$ cat src/aabb_pkg.sv
// shared types, widths and face codes for the box overlap block
`timescale 1ns / 1ps
`default_nettype none
package aabb_pkg;

  localparam int COORD_W = 32;
  localparam int LEN_W   = 31;
  localparam int BOUND_W = 36;
  localparam int DEPTH_W = 36;
  localparam int FACE_W  = 3;
  localparam int AXES    = 3;
  localparam int FACES   = 2 * AXES;

  localparam logic CMD_LOAD = 1'b0;
  localparam logic CMD_TEST = 1'b1;

  localparam logic [FACE_W-1:0] FACE_POS_X = 3'd0;
  localparam logic [FACE_W-1:0] FACE_NEG_X = 3'd1;
  localparam logic [FACE_W-1:0] FACE_POS_Y = 3'd2;
  localparam logic [FACE_W-1:0] FACE_NEG_Y = 3'd3;
  localparam logic [FACE_W-1:0] FACE_POS_Z = 3'd4;
  localparam logic [FACE_W-1:0] FACE_NEG_Z = 3'd5;

  typedef logic signed [BOUND_W-1:0] bound_t;

  typedef struct packed {
    logic                      command;
    logic signed [COORD_W-1:0] pos_x;
    logic signed [COORD_W-1:0] pos_y;
    logic signed [COORD_W-1:0] pos_z;
    logic signed [COORD_W-1:0] off_x;
    logic signed [COORD_W-1:0] off_y;
    logic signed [COORD_W-1:0] off_z;
    logic        [LEN_W-1:0]   len_x;
    logic        [LEN_W-1:0]   len_y;
    logic        [LEN_W-1:0]   len_z;
  } item_t;

  typedef struct packed {
    logic               hit;
    logic [FACE_W-1:0]  face;
    logic [DEPTH_W-1:0] depth;
  } result_t;

  typedef struct packed {
    bound_t lo;
    bound_t hi;
  } span_t;

  typedef struct packed {
    logic               valid;
    logic               hit;
  } test_ctl_t;

endpackage
`default_nettype wire

$ cat src/aabb_overlap_min_penetration.sv
// top level: box overlap test with minimum-penetration face
//
//   channel  direction  handshake                    payload
//   item     in         item_valid / item_stall      item_t   (load or test box)
//   result   out        result_valid / result_stall  result_t (hit, face, depth)
//
// one transaction per cycle unless a stalled result holds the pipe; a test result passes through every stage below
// pipeline: input reg, bounds reg, face depth reg, pair min reg, result reg
// load transactions update the reference box and produce no result
// reset clears the reference box to a point at the origin and empties the pipe
// a stalled result freezes the whole pipe, so item_stall follows result_stall
`timescale 1ns / 1ps
`default_nettype none
module aabb_overlap_min_penetration import aabb_pkg::*; (
  input  wire logic    clk,
  input  wire logic    rst,
  input  wire logic    item_valid,
  output logic         item_stall,
  input  wire item_t   item,
  output logic         result_valid,
  input  wire logic    result_stall,
  output result_t      result
);

  logic                       advance;
  logic                       s1_valid;
  item_t                      s1_item;
  span_t  [AXES-1:0]          span_next;
  logic                       s2_valid;
  logic                       s2_command;
  span_t  [AXES-1:0]          s2_span;
  span_t  [AXES-1:0]          ref_span;
  logic   [AXES-1:0]          overlap;
  bound_t [FACES-1:0]         faces_next;
  bound_t [FACES-1:0]         faces;
  test_ctl_t                  ctl_next;
  test_ctl_t                  ctl;

  assign advance    = !(result_valid && result_stall);
  assign item_stall = !advance;

  always_ff @(posedge clk) begin
    if (rst) begin
      s1_valid <= 1'b0;
    end else if (advance) begin
      s1_valid <= item_valid;
    end
  end

  always_ff @(posedge clk) begin
    if (advance) begin
      s1_item <= item;
    end
  end

  aabb_bounds u_bounds_x (
    .pos  (s1_item.pos_x),
    .off  (s1_item.off_x),
    .len  (s1_item.len_x),
    .span (span_next[0])
  );

  aabb_bounds u_bounds_y (
    .pos  (s1_item.pos_y),
    .off  (s1_item.off_y),
    .len  (s1_item.len_y),
    .span (span_next[1])
  );

  aabb_bounds u_bounds_z (
    .pos  (s1_item.pos_z),
    .off  (s1_item.off_z),
    .len  (s1_item.len_z),
    .span (span_next[2])
  );

  always_ff @(posedge clk) begin
    if (rst) begin
      s2_valid <= 1'b0;
    end else if (advance) begin
      s2_valid <= s1_valid;
    end
  end

  always_ff @(posedge clk) begin
    if (advance) begin
      s2_command <= s1_item.command;
      s2_span    <= span_next;
    end
  end

  // reference box
  always_ff @(posedge clk) begin
    if (rst) begin
      ref_span <= '0;
    end else if (advance && s2_valid && s2_command == CMD_LOAD) begin
      ref_span <= s2_span;
    end
  end

  always_comb begin
    for (int a = 0; a < AXES; a++) begin
      overlap[a] = ($signed(s2_span[a].lo) <= $signed(ref_span[a].hi)) &&
                   ($signed(s2_span[a].hi) >= $signed(ref_span[a].lo));
      faces_next[2*a]   = ref_span[a].hi - s2_span[a].lo;
      faces_next[2*a+1] = s2_span[a].hi - ref_span[a].lo;
    end
  end

  assign ctl_next.valid = s2_valid && s2_command == CMD_TEST;
  assign ctl_next.hit   = &overlap;

  always_ff @(posedge clk) begin
    if (rst) begin
      ctl <= '0;
    end else if (advance) begin
      ctl <= ctl_next;
    end
  end

  always_ff @(posedge clk) begin
    if (advance) begin
      faces <= faces_next;
    end
  end

  aabb_face_min u_face_min (
    .clk          (clk),
    .rst          (rst),
    .advance      (advance),
    .ctl          (ctl),
    .faces        (faces),
    .result_valid (result_valid),
    .result       (result)
  );

endmodule
`default_nettype wire

$ cat src/aabb_bounds.sv
// doubled-scale lower and upper bound of one box axis
`timescale 1ns / 1ps
`default_nettype none
module aabb_bounds import aabb_pkg::*; (
  input  wire logic signed [COORD_W-1:0] pos,
  input  wire logic signed [COORD_W-1:0] off,
  input  wire logic        [LEN_W-1:0]   len,
  output span_t                          span
);

  logic signed [COORD_W:0] centre;
  bound_t                  centre2;
  bound_t                  len_ext;

  assign centre  = {pos[COORD_W-1], pos} + {off[COORD_W-1], off};
  assign centre2 = {{(BOUND_W-COORD_W-2){centre[COORD_W]}}, centre, 1'b0};
  assign len_ext = {{(BOUND_W-LEN_W){1'b0}}, len};

  assign span.lo = centre2 - len_ext;
  assign span.hi = centre2 + len_ext;

endmodule
`default_nettype wire

$ cat src/aabb_face_min.sv
// least-depth face selection with a pair-minimum register and a result register
`timescale 1ns / 1ps
`default_nettype none
module aabb_face_min import aabb_pkg::*; (
  input  wire logic                   clk,
  input  wire logic                   rst,
  input  wire logic                   advance,
  input  wire test_ctl_t              ctl,
  input  wire bound_t [FACES-1:0]     faces,
  output logic                        result_valid,
  output result_t                     result
);

  localparam int PAIRS = FACES / 2;

  typedef struct packed {
    bound_t            depth;
    logic [FACE_W-1:0] face;
  } cand_t;

  // first argument wins on a tie
  function automatic cand_t pick_min(input cand_t a, input cand_t b);
    cand_t r;
    r = ($signed(b.depth) < $signed(a.depth)) ? b : a;
    return r;
  endfunction

  cand_t [PAIRS-1:0] pair_next;
  cand_t [PAIRS-1:0] pair;
  test_ctl_t         ctl4;
  cand_t             best01;
  cand_t             best;
  result_t           result_next;

  always_comb begin
    for (int p = 0; p < PAIRS; p++) begin
      pair_next[p] = pick_min({faces[2*p],   FACE_W'(2*p)},
                              {faces[2*p+1], FACE_W'(2*p+1)});
    end
  end

  always_ff @(posedge clk) begin
    if (rst) begin
      ctl4 <= '0;
    end else if (advance) begin
      ctl4 <= ctl;
    end
  end

  always_ff @(posedge clk) begin
    if (advance) begin
      pair <= pair_next;
    end
  end

  assign best01 = pick_min(pair[0], pair[1]);
  assign best   = pick_min(best01, pair[2]);

  always_comb begin
    result_next = '0;
    if (ctl4.hit) begin
      result_next.hit   = 1'b1;
      result_next.face  = best.face;
      result_next.depth = DEPTH_W'(best.depth);
    end
  end

  always_ff @(posedge clk) begin
    if (rst) begin
      result_valid <= 1'b0;
    end else if (advance) begin
      result_valid <= ctl4.valid;
    end
  end

  always_ff @(posedge clk) begin
    if (advance) begin
      result <= result_next;
    end
  end

endmodule
`default_nettype wire

$ cat config.mk
export PLATFORM = sky130hd
export DESIGN_NAME = aabb_overlap_min_penetration
export DESIGN_NICKNAME = d
export VERILOG_FILES = /design/src/aabb_pkg.sv /design/src/aabb_overlap_min_penetration.sv /design/src/aabb_bounds.sv /design/src/aabb_face_min.sv
export SDC_FILE = /design/constraint.sdc
export NUM_CORES = 2
export LEC_CHECK = 0
export ABC_AREA = 1
export CELL_PAD_IN_SITES_DETAIL_PLACEMENT = 1
export CELL_PAD_IN_SITES_GLOBAL_PLACEMENT = 2
export CORE_MARGIN = 1
export CORE_UTILIZATION = 41
export DETAILED_ROUTE_END_ITERATION = 7
export DONT_BUFFER_PORTS = 1
export PLACE_DENSITY_LB_ADDON = 0.1
export SKIP_CTS_REPAIR_TIMING = 1
export SLEW_MARGIN = 40
export SYNTH_ARGS = -nofsm -noshare
export SYNTH_HDL_FRONTEND = slang
export SYNTH_SLANG_ARGS = --single-unit
$ cat constraint.sdc
create_clock -name clk -period 36.6 [get_ports clk]
set_clock_uncertainty 0.2 [all_clocks]
set_input_delay 3.66 -clock clk [delete_from_list [all_inputs] [get_ports clk]]
set_output_delay 3.66 -clock clk [all_outputs]
set_load 0.03 [all_outputs]
* After elaboration in Yosys (flattened, before gate mapping)
Index checks and enable logic that the tools add are counted.
Widths: inputs -> output; s select.
** Operators by class
- Eq/ne operators :: 0
- Div/mod/pow operators :: 0
- Mux-type cells :: 6
- Shift-type cells :: 0
- Magnitude comparators :: 11
- $mul :: 0
- Reduce and logical (&&, ||, !) cells :: 9
- Bitwise gates (word level) :: 1
- Add/sub/neg operators :: 15
** Operators by type and width (number)
- $sub 36x36->36 :: 6
- $mux 39 :: 5
- $lt 36x36->1 :: 5
- $ge 36x36->1 :: 3
- $le 36x36->1 :: 3
- $add 34x32->35 :: 3
- $sub 34x32->35 :: 3
- $add 32x32->33 :: 3
- $mux 40 :: 1
- $logic_and 1x1->1 :: 7
- $reduce_and 3->1 :: 1
- $logic_not 1->1 :: 1
- $not 1->1 :: 1
** Storage, ports and cells
- Flip-flop bits (word level) :: 1099
- Memories :: 0
- Bits in latches :: 0
- Bits in writable memories :: 0
- Bits in read-only memories :: 0
- Logic and storage cells :: 87

* Longest topological paths before layout
- Depth in word-level cells :: 5
- Gate-level depth with buffers :: 32
- Mapped depth without buffers :: 30

* Modules after synthesis
From an unflattened synthesis, not the netlist that was laid out.
** Second synthesis, totals
- Cell total of the unflattened synthesis :: 8475
- Area total of the unflattened synthesis :: 71721.3 um^2
** By module, submodules not included
- aabb_overlap_min_penetration :: times used 1, area an instance 42578.3 um^2, cells an instance 4017
- aabb_bounds at u_bounds_y ... :: times used 2, area an instance 5851.9 um^2, cells an instance 1030
- aabb_face_min :: times used 1, area an instance 11481.0 um^2, cells an instance 1355
- aabb_bounds at u_bounds_x :: times used 1, area an instance 5958.2 um^2, cells an instance 1043

* Least setup slack after synthesis
No wires, ideal clock.
- Path type :: in2out
- From :: input result_stall
- To :: output item_stall
- Setup slack :: 3013 ps
- Arrival time :: 29727 ps
- Cell stages on the path :: 2
- Data required time :: 32740 ps
- Path buffers :: 0
- Cell sequence :: nand2_1 > clkinv_1
** On the way
- Cells in the longest elaborated chain, start to end :: 1
** Ends and longest elaborated chain
- start, declared :: RTL line aabb_overlap_min_penetration.sv:21 : input wire logic result_stall,
- $logic_and 1x1->1 :: RTL line aabb_overlap_min_penetration.sv:39 : assign advance = !(result_valid && result_stall);
- end, declared :: RTL line aabb_overlap_min_penetration.sv:18 : output logic item_stall,
Every way passes these cells.

* Final worst setup path
Ends and elaborated chain as after synthesis.

==> results by stage <==
Drt:
- The first routing iteration left roughly 2900 violations.
- The routed length per instance is 20.7 um.
- The detailed-route wire length is about 190 mm.
- For this run, design rule violations remaining after detail routing come to 0.
- The detailed-routing iteration count for the pre-antenna-repair pass is 5.
- The via-per-instance ratio is 5.29.
- Once detail routing completed, the nets flagged for antenna violations numbered 0.
- The routed layout has 49500 vias.

Worst setup path:
- The stage delay of the slowest cell on the critical path is about 480 ps.
- The family with the most delay on the worst path is buffers and inverters.
- Walking the worst path, the cells encountered are nand2_4, clkinv_1.
- The element type at the critical path start is an input pin.
- For this design, the slowest cell found on the critical path is sky130_fd_sc_hd__clkinv_1.
- The required time reported for the critical path endpoint is 32740 ps.
- The critical path runs through a total of 2 cells.
- The data arrival time of the critical path is roughly 4300 ps.
- For the worst flop-to-flop path, the logic depth is 25.
- The critical path endpoint category is an output port.
- The slack of the worst reg-to-reg path is 30500 ps.
- By startpoint and endpoint, the worst setup path is classified as input pin to output port.
- The reg-to-reg startpoint is u_face_min.pair[77].
- The capture instance of the worst register-to-register path is u_face_min.result[26].
- The count of buffer and inverter cells on the critical path is 1.
- In this run the worst path has a maximum fanout of 13.

Cells and area:
- Relative to the synthesized area, the layout overhead comes to 9.89%.
- The number of antenna diodes in the final layout is 0.
- At the end of the flow, the number of nets in the layout was a little over 8000.
- Counting the fill cells in the layout gives 18200.
- The share of post-route cells with drive strength above 1 is 3.89%.

Die:
- The core footprint is roughly 160000 um2.
- The floorplan step defined a die boundary enclosing approximately 160000 um2.
- The I/O pin total is approximately 330.
- From bottom edge to top edge, the die measures ~400 um.
- The floorplan row count is ~150.
- From left edge to right edge, the die measures 403 um.
- The initial core utilization is 41.4%.

Run:
- The number of max-cap violations is 0.

GRT:
- The global-route wire length before repair is 297 mm.
- The pin count of the biggest net entering global routing is 215.
- The number of global-route vias before repair is between 50000 and 60000.
- The number of antenna violations at the first check in global routing is 8.
- In the global route stage, overall resource usage came out at between 20% and 30%.
- After global routing the overflow that remains totals 0.

Timing:
- The max-slew violation count is 0.
- Of the available clock period, the critical path in the final layout requires 22.3%.
- The minimum clock period is 8150 ps.
- The worst-case headroom to the max-slew limit is approximately a third.
- Setup repair after global routing left no endpoint under its margin.
- For the pin with the worst max-slew slack, the measured transition is roughly 1000 ps.
- Setup violations remaining at the end of the flow were counted as 0.
- Timing would allow up to approximately 120 MHz.
- The total negative setup slack is 0 ps.
- The number of endpoints with negative hold slack in the final report is 0.

Synthesis:
- The top cell type by total area after synthesis is sky130_fd_sc_hd__edfxtp_1.
- Sorting the synthesized cells by how often they occur yields sky130_fd_sc_hd__inv_1 (1123), sky130_fd_sc_hd__nand2_1 (1019), sky130_fd_sc_hd__edfxtp_1 (858).
- The fraction of synthesized cell area taken by the top area cell type is 39.2%.
- The number of different library cells in the post-synthesis netlist is between 60 and 70.
- The largest family of logic cells by synthesized area is compound AO/OA/AOI/OAI gates.
- The most instantiated library cell after synthesis is sky130_fd_sc_hd__inv_1.
- After Yosys synthesis, XOR and XNOR cells account for under 10% of the synthesized area.
- By area the synthesized netlist is led by sky130_fd_sc_hd__edfxtp_1 (39%), sky130_fd_sc_hd__ha_1 (13%), sky130_fd_sc_hd__dfxtp_1 (6.5%).
- The number of cells produced by synthesis is 7188.
- The sequential cell area fraction in the yosys report is between 40% and 50%.
- The mux cell area share after synthesis is less than 1%.
- The number of warning messages in the yosys log is 0.
- Counting flops and latches in the post-synthesis netlist gives 1072.
- In this run, synthesis inferred 858 flip-flops with an integrated enable.
- The fraction of the mapped netlist area in compound gates is between 10% and 20%.
- The fraction of registers with async set/reset is 0%.
- The leading register cell type out of synthesis is sky130_fd_sc_hd__edfxtp_1.
- Synthesis produced a netlist with a net count of between 8000 and 9000.
- Summing the areas of all fa, ha and maj instances in the mapped netlist gives approximately an eighth of the synthesized area.
- The synthesized netlist devotes 13.0% of its cell area to simple gates.
- Summing every instance area after synthesis gives 65800 um2.
- A synthesized cell averages 9.15 um2.

Power and ir drop:
- Across the VDD grid, the largest voltage drop is 0.102 mV.
- Power comes to ~6.5 mW.
- The cell leakage power is around 32 nW.
- The areal power density over the cells is slightly below 90 nW/um2.
- The fraction of power consumed by sequential logic is about a third.
- The clock group share of total power is about a fifth.
- The relative contribution of combinational cells to total power is between 40% and 50%.
- The net switching power figure is between 2 and 3 mW.
- The proportion of total power due to net switching is roughly 45%.
- The total internal power is 3.53 mW.

Clocking:
- In this run, CTS created clock tree buffers numbering 130.
- After clock tree synthesis, the clock-pin slew on the worst setup and hold paths is approximately 60 ps.
- The number of clock sinks seen by CTS is about 1100.
- The H-tree was split into 4 levels.
- TritonCTS built the clock tree.
- CTS placed an instance of sky130_fd_sc_hd__clkbuf_16 at the clock tree root.
- In this run the deepest clock path goes through 3 buffers.
- The later pin in the worst-skew pair is clocked with a latency of between 700 and 800 ps.

Status:
- The flow ran to the end, and the final reports show no timing, DRC or antenna violations.

Hold path:
- For hold timing, the worst endpoint is u_face_min.pair[3].
- The class of the worst hold path is flop to flop.
- Along the worst hold path, the cell count comes to 0.
- The worst hold path begins at faces[0].

Place:
- At the end of routability-driven placement, the weighted congestion stood at 0.909.
- The count of buffers added on input and output ports is 0.
- The sum of net half-perimeters after detailed placement is 156 mm.
## state kept, by name (all words and copies together), names as in the netlist
signal and flops:
ref_span 207, faces 213, u_face_min.result 40, s2_span 207
s1_item 286, s2_command 1, ctl 2, u_face_min.ctl4 2
s2_valid 1, u_face_min.result_valid 1, s1_valid 1, u_face_min.pair 111
## placed cells by master (no fill, tap or decap), drive strengths merged, types with 21 or more instances in the layout
master,n
clkbuf,166
clkinv,43
nand2,1026
o21bai,21
xor2,354
xnor2,110
a211oi,220
nand4,105
inv,1134
o21a,42
a21boi,32
a31oi,96
buf,23
ha,670
a21o,38
edfxtp,858
nor2,651
o21ai,444
o211ai,28
nand3,158
dfxtp,214
a21oi,643
nor3,44
nor4,32
## stage by stage
| step | area [um2] | hold slack, ps | instances | utilization, % | worst slack (ps) |
|---|---|---|---|---|---|
| final | 72300 | 205 | 9351 | 45.5 | 28450 |
| after global placement | 67900 | 206 | 9110 | 42.7 | 28480 |
| after CTS | 72300 | 205 | 9350 | 45.5 | 28450 |
| after detailed placement | 68000 | 213 | 9113 | 42.8 | 28450 |
| after floorplan | 65800 | 200 | 7188 | - | 3010 |
| after global routing | 72300 | 211 | 9351 | 45.5 | 28410 |
## cells by family after synthesis
kind of cell | count (synthesis)
AND/OR/NAND/NOR | 2038
AO/OA/AOI/OAI | 1632
buffers and inverters | 1296
flip-flops | 1072
adder cells (fa/ha/maj) | 685
XOR/XNOR | 464
multiplexers | 1
## power groups by stage
stage	registers, mW	clock network [mW]	logic [mW]
after floorplan	1.98	0	2.08
after global placement	2.10	0	3.00
after detailed placement	2.11	0	3.08
after CTS	2.08	1.34	3.09
after global routing	2.11	1.38	3.44
final	2.08	1.30	3.08
## final cells by class
type | instances | area [um2] | share of cell area, %
clock buffers | 166 | 3510 | 4.86
clock inverters | 71 | 756 | 1.05
multi-input cells | 4820 | 30900 | 42.7
repair buffers | 23 | 297 | 0.410
inverters | 1127 | 4230 | 5.85
flip-flops and latches | 1072 | 30100 | 41.6
well taps | 2072 | 2590 | 3.59
## per-layer routing
layer  share of wire, %  vias to the layer above  GRT usage [%]
met5              0.011                        -              0
met4                2.3                        4           6.33
met3                3.8                      244           3.41
met2                 46                      797           39.0
met1                 48                    23800           32.5
li1                   -                    24600              -
## worst max path at each step
stage,to,slack [ps],startpoint
after floorplan,item_stall,3010,result_stall
after global placement,item_stall,28480,result_stall
after detailed placement,item_stall,28450,result_stall
after CTS,item_stall,28450,result_stall
after global routing,item_stall,28410,result_stall
final,item_stall,28450,result_stall
No activity file was read; power rests on OpenSTA's default activity.
